File: src/sv/dqe_pkg.sv
// shared types and constants of the dns query-name encoder
// used by dqe_ctrl, dqe_datapath and dns_qname_encoder_unit; no dependencies
package dqe_pkg;

  // longest label kept; further characters of a label are dropped
  localparam int LABEL_MAX   = 63;
  localparam int CNT_W       = $clog2(LABEL_MAX + 1);
  localparam int ADDR_W      = (LABEL_MAX > 1) ? $clog2(LABEL_MAX) : 1;
  // zero byte, query type and query class after the name
  localparam int TAIL_BYTES  = 5;
  localparam int IDX_W       = $clog2(LABEL_MAX + 1 + TAIL_BYTES + 1);
  localparam int CFG_INDEX_W = 8;

  localparam logic [7:0] DOT_CHAR = 8'd46;
  localparam logic [7:0] END_CHAR = 8'd0;

  // register indexes on the configuration port
  localparam logic [CFG_INDEX_W-1:0] REG_QUERY_TYPE  = CFG_INDEX_W'(0);
  localparam logic [CFG_INDEX_W-1:0] REG_QUERY_CLASS = CFG_INDEX_W'(1);

  // controller to datapath
  typedef struct packed {
    logic store_char;  // take a plain character into the label
    logic start;       // dot or end word accepted, set up an emission
    logic rd;          // read the label memory at the current byte
    logic place;       // put the current byte into the pair / output
  } dqe_cmd_t;

  // datapath to controller
  typedef struct packed {
    logic             char_plain;  // input word is a label character
    logic             pair_done;   // placing the byte completes a result
    logic             out_free;    // output register can take a result
    logic             byte_last;   // current byte ends the emission
    logic             have_first;  // first half of a pair is held
    logic [CNT_W-1:0] count;       // characters of the pending label
  } dqe_status_t;

endpackage

File: src/sv/dqe_ctrl.sv
// controller state machine of the dns query-name encoder
// depends on dqe_pkg for the command and status structs
module dqe_ctrl (
  input  logic                clk,
  input  logic                rst,
  input  logic                s_tvalid,
  output logic                s_tready,
  input  dqe_pkg::dqe_status_t status,
  output dqe_pkg::dqe_cmd_t    cmd
);

  typedef enum logic [1:0] {
    ST_IDLE,
    ST_READ,
    ST_PLACE
  } state_t;

  state_t state;
  state_t state_next;

  // commands and next state
  always_comb begin
    cmd        = '0;
    state_next = state;
    unique case (state)
      ST_IDLE: begin
        if (s_tvalid) begin
          if (status.char_plain) begin
            cmd.store_char = 1'b1;
          end else begin
            cmd.start  = 1'b1;
            state_next = ST_READ;
          end
        end
      end
      ST_READ: begin
        cmd.rd     = 1'b1;
        state_next = ST_PLACE;
      end
      ST_PLACE: begin
        // hold while a finished pair has nowhere to go
        if (!status.pair_done || status.out_free) begin
          cmd.place  = 1'b1;
          state_next = status.byte_last ? ST_IDLE : ST_READ;
        end
      end
      default: state_next = ST_IDLE;
    endcase
  end

  assign s_tready = (state == ST_IDLE);

  always_ff @(posedge clk) begin
    if (rst) begin
      state <= ST_IDLE;
    end else begin
      state <= state_next;
    end
  end

endmodule

File: src/sv/dqe_datapath.sv
// datapath of the dns query-name encoder: label memory, byte sequencing,
// pair packing, output register and type/class registers; depends on dqe_pkg
module dqe_datapath (
  input  logic                                  clk,
  input  logic                                  rst,
  input  logic [7:0]                            s_tdata,
  input  logic                                  cfg_valid,
  input  logic [dqe_pkg::CFG_INDEX_W-1:0]       cfg_index,
  input  logic [15:0]                           cfg_data,
  input  dqe_pkg::dqe_cmd_t                     cmd,
  output dqe_pkg::dqe_status_t                  status,
  output logic                                  m_tvalid,
  input  logic                                  m_tready,
  output logic [15:0]                           m_tdata,
  output logic [1:0]                            m_tuser,
  output logic                                  m_tlast
);

  logic [7:0]                  label_mem [dqe_pkg::LABEL_MAX];
  logic [7:0]                  rd_data;
  logic [dqe_pkg::CNT_W-1:0]   count;
  logic                        trunc;
  logic [15:0]                 query_type;
  logic [15:0]                 query_class;
  logic [dqe_pkg::IDX_W-1:0]   idx;
  logic [dqe_pkg::IDX_W-1:0]   lab_len;
  logic [dqe_pkg::IDX_W-1:0]   last_idx;
  logic                        ovf;
  logic                        have_first;
  logic [7:0]                  first;
  logic [7:0]                  cur_byte;
  logic [dqe_pkg::IDX_W-1:0]   tail_pos;
  logic [dqe_pkg::IDX_W-1:0]   lab_len_new;
  logic                        is_end;
  logic                        byte_last;
  logic                        pair_done;
  logic                        out_free;
  logic                        room;
  logic                        load_out;

  // configuration registers
  always_ff @(posedge clk) begin
    if (rst) begin
      query_type  <= 16'd1;
      query_class <= 16'd1;
    end else if (cfg_valid) begin
      case (cfg_index)
        dqe_pkg::REG_QUERY_TYPE:  query_type  <= cfg_data;
        dqe_pkg::REG_QUERY_CLASS: query_class <= cfg_data;
        default: ;
      endcase
    end
  end

  assign room = (count < dqe_pkg::CNT_W'(dqe_pkg::LABEL_MAX));

  // label memory, one write and one registered read
  always_ff @(posedge clk) begin
    if (cmd.store_char && room) begin
      label_mem[dqe_pkg::ADDR_W'(count)] <= s_tdata;
    end
    if (cmd.rd) begin
      rd_data <= label_mem[dqe_pkg::ADDR_W'(idx - dqe_pkg::IDX_W'(1))];
    end
  end

  // emission setup: label part length and index of the final byte
  assign is_end      = (s_tdata == dqe_pkg::END_CHAR);
  assign lab_len_new = (!is_end || count != '0)
                       ? dqe_pkg::IDX_W'(count) + dqe_pkg::IDX_W'(1)
                       : '0;

  // current byte of the emission
  assign tail_pos = idx - lab_len;
  always_comb begin
    if (idx < lab_len) begin
      cur_byte = (idx == '0) ? 8'(count) : rd_data;
    end else begin
      case (tail_pos)
        dqe_pkg::IDX_W'(1): cur_byte = query_type[15:8];
        dqe_pkg::IDX_W'(2): cur_byte = query_type[7:0];
        dqe_pkg::IDX_W'(3): cur_byte = query_class[15:8];
        dqe_pkg::IDX_W'(4): cur_byte = query_class[7:0];
        default:            cur_byte = 8'd0;
      endcase
    end
  end

  assign byte_last = (idx == last_idx);
  assign pair_done = have_first || byte_last;
  assign out_free  = !m_tvalid || m_tready;
  assign load_out  = cmd.place && pair_done;

  // label state and byte sequencing
  always_ff @(posedge clk) begin
    if (rst) begin
      count      <= '0;
      trunc      <= 1'b0;
      have_first <= 1'b0;
    end else begin
      if (cmd.store_char) begin
        if (room) begin
          count <= count + dqe_pkg::CNT_W'(1);
        end else begin
          trunc <= 1'b1;
        end
      end
      if (cmd.place) begin
        have_first <= !pair_done;
        if (byte_last) begin
          count <= '0;
          trunc <= 1'b0;
        end
      end
    end
  end

  always_ff @(posedge clk) begin
    if (cmd.start) begin
      idx      <= '0;
      lab_len  <= lab_len_new;
      last_idx <= lab_len_new
                  + (is_end ? dqe_pkg::IDX_W'(dqe_pkg::TAIL_BYTES) : '0)
                  - dqe_pkg::IDX_W'(1);
      ovf      <= trunc;
    end else if (cmd.place) begin
      idx <= idx + dqe_pkg::IDX_W'(1);
    end
    if (cmd.place && !pair_done) begin
      first <= cur_byte;
    end
  end

  // output register
  always_ff @(posedge clk) begin
    if (rst) begin
      m_tvalid <= 1'b0;
    end else if (load_out) begin
      m_tvalid <= 1'b1;
    end else if (m_tready) begin
      m_tvalid <= 1'b0;
    end
  end

  always_ff @(posedge clk) begin
    if (load_out) begin
      m_tdata    <= have_first ? {cur_byte, first} : {8'd0, cur_byte};
      m_tuser[0] <= have_first;
      m_tuser[1] <= ovf;
      m_tlast    <= byte_last;
    end
  end

  assign status.char_plain = (s_tdata != dqe_pkg::DOT_CHAR) && !is_end;
  assign status.pair_done  = pair_done;
  assign status.out_free   = out_free;
  assign status.byte_last  = byte_last;
  assign status.have_first = have_first;
  assign status.count      = count;

endmodule

File: src/sv/dns_qname_encoder_unit.sv
// top level of the dns query-name encoder
// instantiates dqe_ctrl and dqe_datapath; depends on dqe_pkg
//
// - s_* takes one hostname character per word in s_tdata; a dot separates
//   labels and a zero character ends the name
// - m_* gives the encoded name two bytes per word: a length byte and the
//   label characters on each dot, and at the end any pending label, a zero
//   byte, query type and query class, both big-endian; m_tlast marks the
//   final word caused by one dot or end character
// - cfg_* writes query_type (index 0) and query_class (index 1); other
//   indexes are ignored; cfg_ready is always high
// - a label character is stored as it is taken; a dot or end character
//   starts an emission of n bytes, each taken through ST_READ (label
//   memory read) and then ST_PLACE, two bytes to a word; the next
//   character is taken only once the emission is done
// - characters past 63 in a label are dropped and label_overflow is set
//   on every word of that label's emission
// - a low m_tready holds a finished word in the output register and the
//   byte sequencer waits; reset empties the label, sets type and class to 1
module dns_qname_encoder_unit (
  input  logic                                clk,
  input  logic                                rst,
  input  logic                                s_tvalid,
  output logic                                s_tready,
  input  logic [7:0]                          s_tdata,   // [7:0] ch
  output logic                                m_tvalid,
  input  logic                                m_tready,
  output logic [15:0]                         m_tdata,   // [7:0] first_byte, [15:8] second_byte
  output logic [1:0]                          m_tuser,   // [0] second_valid, [1] label_overflow
  output logic                                m_tlast,
  input  logic                                cfg_valid,
  output logic                                cfg_ready,
  input  logic [dqe_pkg::CFG_INDEX_W-1:0]     cfg_index,
  input  logic [15:0]                         cfg_data
);

  dqe_pkg::dqe_cmd_t    cmd;
  dqe_pkg::dqe_status_t status;

  assign cfg_ready = 1'b1;

  dqe_ctrl u_ctrl (
    .clk      (clk),
    .rst      (rst),
    .s_tvalid (s_tvalid),
    .s_tready (s_tready),
    .status   (status),
    .cmd      (cmd)
  );

  dqe_datapath u_datapath (
    .clk       (clk),
    .rst       (rst),
    .s_tdata   (s_tdata),
    .cfg_valid (cfg_valid),
    .cfg_index (cfg_index),
    .cfg_data  (cfg_data),
    .cmd       (cmd),
    .status    (status),
    .m_tvalid  (m_tvalid),
    .m_tready  (m_tready),
    .m_tdata   (m_tdata),
    .m_tuser   (m_tuser),
    .m_tlast   (m_tlast)
  );

  // label count never passes the limit
  a_count_limit: assert property (@(posedge clk) disable iff (rst)
    status.count <= dqe_pkg::CNT_W'(dqe_pkg::LABEL_MAX))
    else $error("label count above limit");

  // no half pair left behind once the controller takes input again
  a_no_half_pair: assert property (@(posedge clk) disable iff (rst)
    s_tready |-> !status.have_first)
    else $error("half pair held while idle");

  // a finished pair is only placed when the output register can take it
  a_no_overwrite: assert property (@(posedge clk) disable iff (rst)
    (cmd.place && status.pair_done) |-> status.out_free)
    else $error("output word overwritten");

endmodule

File: config.mk
export PLATFORM = sky130hd
export DESIGN_NAME = dns_qname_encoder_unit
export DESIGN_NICKNAME = d
export VERILOG_FILES = /design/src/sv/dqe_pkg.sv /design/src/sv/dqe_ctrl.sv /design/src/sv/dqe_datapath.sv /design/src/sv/dns_qname_encoder_unit.sv
export SDC_FILE = /design/constraint.sdc
export NUM_CORES = 1
export LEC_CHECK = 0
export BUFFER_PORTS_ARGS = -buffer_cell sky130_fd_sc_hd__buf_2
export CAP_MARGIN = 0
export CORE_UTILIZATION = 50
export CTS_CLUSTER_SIZE = 20
export DETAILED_ROUTE_END_ITERATION = 10
export PLACE_DENSITY = 0.74
export REMOVE_ABC_BUFFERS = 1
export SYNTH_ARGS = -nofsm -noshare
export SYNTH_HDL_FRONTEND = slang
export SYNTH_SLANG_ARGS = --single-unit
File: constraint.sdc
create_clock -name clk -period 4.9 [get_ports clk]
set_input_delay 0.735 -clock clk [delete_from_list [all_inputs] [get_ports clk]]
set_output_delay 0.735 -clock clk [all_outputs]
set_load 0.02 [all_outputs]
After elaboration in Yosys (flattened, before gate mapping)
Memory sizes are Yosys's and may differ from the RTL's. A register that Yosys moved wholly into a read port is not among the register bits. Cells that the tools add are included.

Muxes and demuxes: 30. Add/subtract/negate cells: 7. Reductions and logical operators: 20. $lt $le $gt $ge: 2. Eq/ne operators: 12.

Operators with widths (number): 8-bit case mux with 4 select lines (1); 6-bit two-way mux (4); 8-bit two-way mux (3); 8-bit zero test (2); 7-bit by 2-bit == test with 1-bit output (second input constant) (2); 1-bit two-way mux (14); 2-bit two-way mux (5); 8-bit by 1-bit == test with 1-bit output (second input constant) (1); 8-bit by 6-bit inequality test with 1-bit output (second input constant) (1); 6-bit by 1-bit adder with 7-bit output (second input constant) (1); 7-bit by 1-bit adder with 7-bit output (second input constant) (1); 7-bit adder (1); 7-bit by 1-bit == test with 1-bit output (second input constant) (1); 7-bit by 3-bit == test with 1-bit output (second input constant) (1); 7-bit == test (1); 7-bit zero test (1); 7-bit < comparator (1); 7-bit two-way mux (1); 7-bit by 1-bit subtractor with 7-bit output (second input constant) (1); 7-bit subtractor (1); 6-bit by 1-bit adder with 6-bit output (second input constant) (1); 6-bit < comparator (second input constant) (1); 2-bit case mux with 3 select lines (1); 6-bit nonzero test (1); 13 further kinds (23).

Word-level logic and storage cells: 88. Input port bits: 37. Memory bits (writable): 504. Memories: 1. Bits in registers: 92. Output and inout bits: 22.

Memory list: u_datapath.label_mem (depth 63, bits a word 8, rd ports 1, clocked after memory_dff 1, wr ports 1, line dqe_datapath.sv:19) `logic [7:0] label_mem [dqe_pkg::LABEL_MAX];`.

Depth between registers and ports, before layout
Gate-level depths: netlist (run 1).

Depth after elaboration: 9. Mapped depth: 14. Mapped depth without buffers: 14.

By module
Synthesis (run 1) repeated with hierarchy kept, for this count alone.

Cell total of the unflattened synthesis: 1404. Area, all modules: 24532.3 um^2.

By module, submodules not included: dqe_datapath (cells an instance 1385, times used 1, seq. area each 17596.9 um^2, area an instance 24383.4 um^2); dqe_ctrl (cells an instance 17, times used 1, seq. area each 40.0 um^2, area an instance 137.6 um^2); dns_qname_encoder_unit (cells an instance 2, times used 1, seq. area each 0.0 um^2, area an instance 11.3 um^2).

Worst setup path after synthesis (run 1)
No wires, ideal clock.

Path type: reg2reg. Start: reg u_datapath.idx[0] in the netlist's numbering. End: reg u_datapath.m_tdata[0] (data pin). Setup time: 0.131 ns. Slack: 1.630 ns. Arrival time: 3.139 ns. Period minus slack after synthesis: 3.270 ns. Path buffers: 4. Cell stages (with the launch flop): 14. Data required time: 4.769 ns. Cells stage by stage: dfxtp_1 -> buf_2 -> buf_4 -> buf_4 -> inv_1 -> ha_1 -> fa_1 -> buf_2 -> nand2_1 -> xor2_2 -> nand3_1 -> o32a_4 -> o32ai_2 -> mux2_1.

Word-level cells in the longest chain between the ends: 5.

Ends and longest elaborated chain: start: declaration (line dqe_datapath.sv:25) `logic [dqe_pkg::IDX_W-1:0] idx;`; start signal: assignment (line dqe_datapath.sv:127) `idx <= idx + dqe_pkg::IDX_W'(1);`; 7-bit subtractor (line dqe_datapath.sv:74) `assign tail_pos = idx - lab_len;`; 7-bit by 3-bit == test with 1-bit output, or another cell as far along (line dqe_datapath.sv:79) `case (tail_pos)`; 8-bit case mux with 4 select lines (line dqe_datapath.sv:79); 8-bit two-way mux (*) (line dqe_datapath.sv:76) `if (idx < lab_len) begin`; named net u_datapath.cur_byte[0] (line dqe_datapath.sv:31) `logic [7:0] cur_byte;`; 8-bit two-way mux (*) (line dqe_datapath.sv:147) `m_tdata <= have_first ? {cur_byte, first} : {8'd0, cur_byte};`; end signal: assignment (line dqe_datapath.sv:147); end: declaration (line dqe_datapath.sv:14) `output logic [15:0] m_tdata,`.

The timed path passes the listed nets; every way through them passes the cells marked *. A chain may end at the register's enable or synchronous reset.

Worst setup path in the final report (run 1)
Start: reg u_datapath.idx[0] in the netlist's numbering. End: reg u_datapath.m_tdata[2] (data pin).

Same word-level chain as after synthesis.

==> results of run 1 <==
==> critical path, cell delays in order (launching register included) <==
cell and delay (ns):
dfxtp_4 0.65, inv_1 0.22, ha_1 0.27, fa_1 0.42, xnor2_1 0.78, nor2_1 0.31, a22o_1 0.33, a21oi_1 0.21
o32ai_2 0.12, mux2_1 0.32
==> cell usage in the layout, fill, tap and decap left out, types with 16 or more instances in the layout <==
master / netlist / final
a211oi_1: 49 / 49
a21oi_1: 36 / 36
a311oi_1: 17 / 17
a31oi_1: 16 / 16
and2_1: 33 / 33
buf_2: 18 / 57
buf_4: 17 / 17
clkbuf_16: 0 / 58
dfxtp_1: 50 / 49
edfxtp_1: 554 / 554
ha_1: 19 / 18
inv_1: 27 / 27
mux2i_1: 52 / 52
mux4_2: 120 / 120
nand2_1: 85 / 85
nor2_1: 139 / 138
xnor2_1: 19 / 18
==> metal layers <==
| layer | part of all wire | routed length, um |
|---|---|---|
| met5 | 0 | 0 |
| met4 | 0.030 | 1623 |
| met1 | 0.41 | 21940 |
| met2 | 0.47 | 25180 |
| met3 | 0.097 | 5217 |
==> registers in the layout, indices dropped and copies added (netlist names), 2 cells and up <==
| signal | cells |
|---|---|
| u_datapath.query_class | 16 |
| u_datapath.count | 6 |
| u_datapath.query_type | 16 |
| u_ctrl.state | 2 |
| u_datapath.m_tdata | 16 |
| u_datapath.last_idx | 7 |
| u_datapath.lab_len | 7 |
| u_datapath.m_tuser | 2 |
| u_datapath.first | 8 |
| u_datapath.label_mem | 504 |
| u_datapath.rd_data | 8 |
| u_datapath.idx | 7 |
==> power by group through the flow <==
stage	registers [mW]	clock network [mW]	logic (mW)
global placement	5.81	0	1.84
global route	5.71	4.32	2.00
finish	5.71	4.08	1.88
CTS	5.71	4.13	1.88
detailed placement	5.82	0	1.86
floorplan	5.87	0	1.33
==> logic make-up after synthesis <==
family,after synthesis,synth area share
mux,181,0.1351
compound gates,156,0.04692
buf+inv,107,0.01988
fa+ha+maj,21,0.01129
other cells,1,0.0001524
flops,604,0.7166
xor+xnor,30,0.01129
simple gates,323,0.05882
==> path summary, 6_finish.rpt <==
path / from / to / slack, ns / cells after the start
worst max-delay path: u_datapath.idx[0]$_SDFFE_PP0P_ / u_datapath.m_tdata[2]$_DFFE_PP_ / 1.01 / 9
worst min-delay path: cfg_data[0] / u_datapath.query_type[0]$_SDFFE_PP1P_ / 0.35 / 2
worst max register to register: u_datapath.idx[0]$_SDFFE_PP0P_ / u_datapath.m_tdata[2]$_DFFE_PP_ / 1.01 / 9
worst min register to register: u_datapath.trunc$_SDFF_PP0_ / u_datapath.ovf$_DFFE_PP_ / 0.44 / 0
==> area by class of cell <==
cell class,count,area share
Inverter,27,0.003710
Sequential cell,604,0.6458
Multi-Input combinational cell,712,0.2399
Clock inverter,31,0.007237
Clock buffer,73,0.05520
Timing Repair Buffer,78,0.01805
Tap cell,656,0.03005
==> impl_metrics.yaml, run 1 <==
placement:
  placed_cells: 2077
  placed_area_mm2: 0.02561
  port_buffers: 57
  dp_hpwl_mm: 32.59
  gp_congestion: 0.8428
  dp_slack_ns: 1.036
layout:
  area_delta_synth_final_pct: 10.98
  drive_gt1_frac: 0.1961
  antennaDiodeCount: 0
  fillers: 3578
  area.sequential_mm2: 0.01764
  fin_util: 0.5673
  fin_nets: 1538
  final_area_mm2: 0.02731
  multi_input_area_mm2: 0.006554
  layout.cells.non_filler: 2181
clock_tree:
  clock-sinks: 604
  cts_tree: "done"
  clock_latency_ns: 0.63
  cts_max_level: 2
  root_buffer: "clkbuf_16"
  path_clk_slew_ns: 0.06
  ctsHoldBuffers: 0
  numCtsBuffers: 57
  cts_buffer_depth: 3
  cts_setup_buffers: 0
  cts_resized: 0
floorplanning:
  die_w_um: 223.9
  die_area_mm2: 0.05012
  std_cell_rows: 80
  die_h_um: 223.9
  ioPinCount: 59
  core_area_mm2: 0.04815
  start_util: 0.5112
timing:
  finalSetupTns_ns: 0
  hold_slack_ns: 0.3518
  max_slew_margin: 0.1941
  fmax_mhz: 256.9
  finalClockSkew_ns: 0.02000
  fin_crit_ns: 3.893
  tightest_slew_ns: 1.205
  finalHoldViolations: 0
  finalSetupViolations: 0
  setup_ws_ns: 1.007
  rsz0062_at_grt: "no"
  drv_slew: 0
  fin_crit_sh: 0.7944
power:
  share_comb_of_total_power: 0.161
  power.density_mw_per_mm2: 427.1
  switchingPower_mw: 3.022
  power_frac_clock: 0.350
  p_int_mw: 8.645
  pwr-share-seq: 0.489
  design_power_total_mw: 11.67
  switching_share: 0.2590
  cellLeakagePower_nw: 8.887
  ir_drop_uv: 334.3
logic_synthesis:
  synth_seq_cells: 604
  netlist_top_cells_count: "edfxtp_1, nor2_1, mux4_2"
  yosys_warnings: 0
  synth_edf_count: 554
  syn_area_per_cell_um2: 17.30
  ys_top_cells_by_area: "edfxtp_1, mux4_2, dfxtp_1"
  synth_seq_area_share: 0.7166
  syn_inst: 1423
  synth_top_area_cell: "edfxtp_1"
  synth.most_common_cell: "edfxtp_1"
  async_reset_ff_frac: 0
  syn_area_mm2: 0.02461
  yosysTopAreaCellShare: 0.6759
  dominantRegCellSynth: "edfxtp_1"
  synth.distinct_cells: 56
routing:
  drtIter0Drc: 1441
  drc: 0
  vias: 13189
  ant_nets: 0
  viasPerCell: 6.047
  routed_wl_mm: 53.96
  drt-pass1-iter-count: 5
  routedWlPerCell_um: 24.74
global_routing:
  antenna_found_initial: 0
  overflow: 0
  grt_pass1_wl_mm: 81.44
  grt_pass1_vias: 13224
  met1_usage: 0.3100
  grt_util_all_layers: 0.2201
  grt_max_degree: 82
  top_usage_layer: "met2"
  grt_use_met3: 0.05115
  grtUsageMet2: 0.3363
worst_setup_path:
  crit_path_end_kind: "flip-flop"
  crit_path_start_kind: "flip-flop"
  crit_arrival_ns: 4.25
  path_max_fanout: 22
  crit_type: "flip-flop to flip-flop"
  required_ns: 5.26
worst_hold_path:
  hold_class: "input port to flip-flop"
flow_run:
  cap_violations: 0
outcome:
  status: "finished, final reports clean"
Note: power is estimated with default switching activity, not from simulation.
==> run 2, diff against run 1 <==
Clock period 4.9 ns to 3.7 ns, I/O delays scaled along.
==> run 2 against run 1 <==
Worst hold slack worse by 0.19 ns; cell count up 2.7%; final area is 2.3% higher; combinational power up 39%; sequential power increased by 32%; clock power up 41%; via count up 1.1%; non-clock buffer count increased by 58; first-iteration DRC count grew 1.9%; maximum frequency is 14% higher; die area is the same; critical path type unchanged; critical endpoint is now u_datapath.label_mem[28][0]$_DFFE_PP_.
==> impl_metrics.yaml, run 2 (synthesis results as in run 1) <==
global_routing:
  antenna_found_initial: 2
  grt_pass1_wl_mm: 81.65
  overflow: 0
  grt_pass1_vias: 13246
  grt_util_all_layers: 0.2189
  grt_max_degree: 74
routing:
  drtIter0Drc: 1469
  drt-pass1-iter-count: 5
  ant_nets: 0
  routed_wl_mm: 53.53
  vias: 13339
  drc: 0
  routedWlPerCell_um: 23.90
  viasPerCell: 5.955
timing:
  setup_ws_ns: 0.2860
  tightest_slew_ns: 1.146
  drv_slew: 0
  fin_crit_sh: 0.9227
  max_slew_margin: 0.2335
  finalSetupViolations: 0
  finalClockSkew_ns: 0.02143
  finalSetupTns_ns: 0
  finalHoldViolations: 0
  fmax_mhz: 292.9
  rsz0062_at_grt: "no"
  fin_crit_ns: 3.414
power:
  ir_drop_uv: 445.0
  design_power_total_mw: 15.90
  power.density_mw_per_mm2: 569.2
  cellLeakagePower_nw: 9.256
floorplanning:
  die_h_um: 223.9
  core_area_mm2: 0.04815
  std_cell_rows: 80
  start_util: 0.5112
  die_w_um: 223.9
  die_area_mm2: 0.05012
  ioPinCount: 59
clock_tree:
  cts_resized: 0
  ctsHoldBuffers: 0
  root_buffer: "clkbuf_16"
  cts_max_level: 2
  cts_tree: "done"
  clock-sinks: 604
  numCtsBuffers: 57
  path_clk_slew_ns: 0.06
  cts_setup_buffers: 0
  cts_buffer_depth: 3
  clock_latency_ns: 0.64
worst_setup_path:
  r2r_end: "u_datapath.label_mem[28][0]$_DFFE_PP_"
  crit_buf_inv: 1
  cp_common_cell: "and3_1"
  required_ns: 3.94
  crit_arrival_ns: 3.65
  slowest_stage: "nor2_1"
  crit_path_start_kind: "flip-flop"
  crit_path_end_kind: "flip-flop"
  crit_type: "flip-flop to flip-flop"
  cp_cell_sequence: "ha_1, and3_1, and3_1, nor3_2, nand3_1, buf_4, nor2_1"
  rr_worst_depth: 7
  cpLargestDelayFamily: "simple AND/OR/NAND/NOR gates"
  rr_startpoint: "u_datapath.count[0]$_SDFF_PP0_"
  reg2reg_slack_ns: 0.29
  cp_slowest_stage_delay_ns: 0.58
  path_max_fanout: 8
worst_hold_path:
  min_to: "u_datapath.label_mem[3][1]$_DFFE_PP_"
  hold_class: "input port to flip-flop"
  hold_depth: 1
  min_from: "s_tdata[1]"
placement:
  dp_slack_ns: -0.01351
  gp_congestion: 0.8765
  dp_hpwl_mm: 33.45
  port_buffers: 57
  placed_cells: 2135
layout:
  fillers: 3502
  largest_reg_flops: 504
  largest_register: "u_datapath.label_mem"
  area_delta_synth_final_pct: 13.51
  fin_nets: 1596
  final_common_cell: "edfxtp_1"
  multi_input_area_mm2: 0.006554
  layout.cells.non_filler: 2240
  area.sequential_mm2: 0.01764
  mostFrequentLayoutCells: "edfxtp_1, nor2_1, mux4_2"
  antennaDiodeCount: 0
  drive_gt1_frac: 0.2292
flow_run:
  cap_violations: 0
outcome:
  status: "finished, final reports clean"
==> run 2: power breakdown <==
part | switching [mW] | leakage, nW | total (mW) | internal, mW
registers | 0.0295 | 5.42 | 7.54 | 7.51
clock network | 2.50 | 0.887 | 5.75 | 3.24
logic | 1.52 | 2.95 | 2.62 | 1.09
total | 4.06 | 9.26 | 15.9 | 11.8
==> run 2: worst max-delay path by stage <==
stage / cells after the start / to / start / slack [ns]
2_1_floorplan: 8 / u_datapath.rd_data[0]$_DFFE_PN_ / u_datapath.idx[0]$_SDFFE_PP0P_ / -6.81
3_3_place_gp: 13 / u_datapath.last_idx[6]$_DFFE_PP_ / s_tdata[1] / 0.14
3_5_place_dp: 13 / u_datapath.last_idx[6]$_DFFE_PP_ / s_tdata[1] / -0.01
4_1_cts: 7 / u_datapath.label_mem[28][0]$_DFFE_PP_ / u_datapath.count[0]$_SDFF_PP0_ / 0.32
5_1_grt: 7 / u_datapath.label_mem[20][6]$_DFFE_PP_ / u_datapath.count[0]$_SDFF_PP0_ / 0.12
6_report: 7 / u_datapath.label_mem[28][0]$_DFFE_PP_ / u_datapath.count[0]$_SDFF_PP0_ / 0.29
==> run 2: routing by layer <==
| layer | vias up | GRT usage | share of wire |
|---|---|---|---|
| met5 | - | 0 | 0 |
| met4 | 0 | 0.07159 | 0.027 |
| met3 | 97 | 0.03528 | 0.086 |
| met2 | 672 | 0.3411 | 0.47 |
| met1 | 6742 | 0.3175 | 0.42 |
| li1 | 5828 | - | - |
==> run 2: per-stage QoR <==
stage / instance area [um2] / hold slack (ns) / utilization
finish: 27940 / 0.1648 / 0.5802
global route: 27940 / 0.1548 / 0.5802
CTS: 27940 / 0.1304 / 0.5802
detailed placement: 26100 / 0.4249 / 0.5420
global placement: 26100 / 0.4194 / 0.5420
floorplan: 24220 / 0.4003 / -
==> run 2: area by class of cell <==
class,instances,area share
Multi-Input combinational cell,712,0.2346
Clock inverter,24,0.009853
Timing Repair Buffer,136,0.03502
Clock buffer,81,0.05607
Sequential cell,604,0.6315
Tap cell,656,0.02938
Inverter,27,0.003628
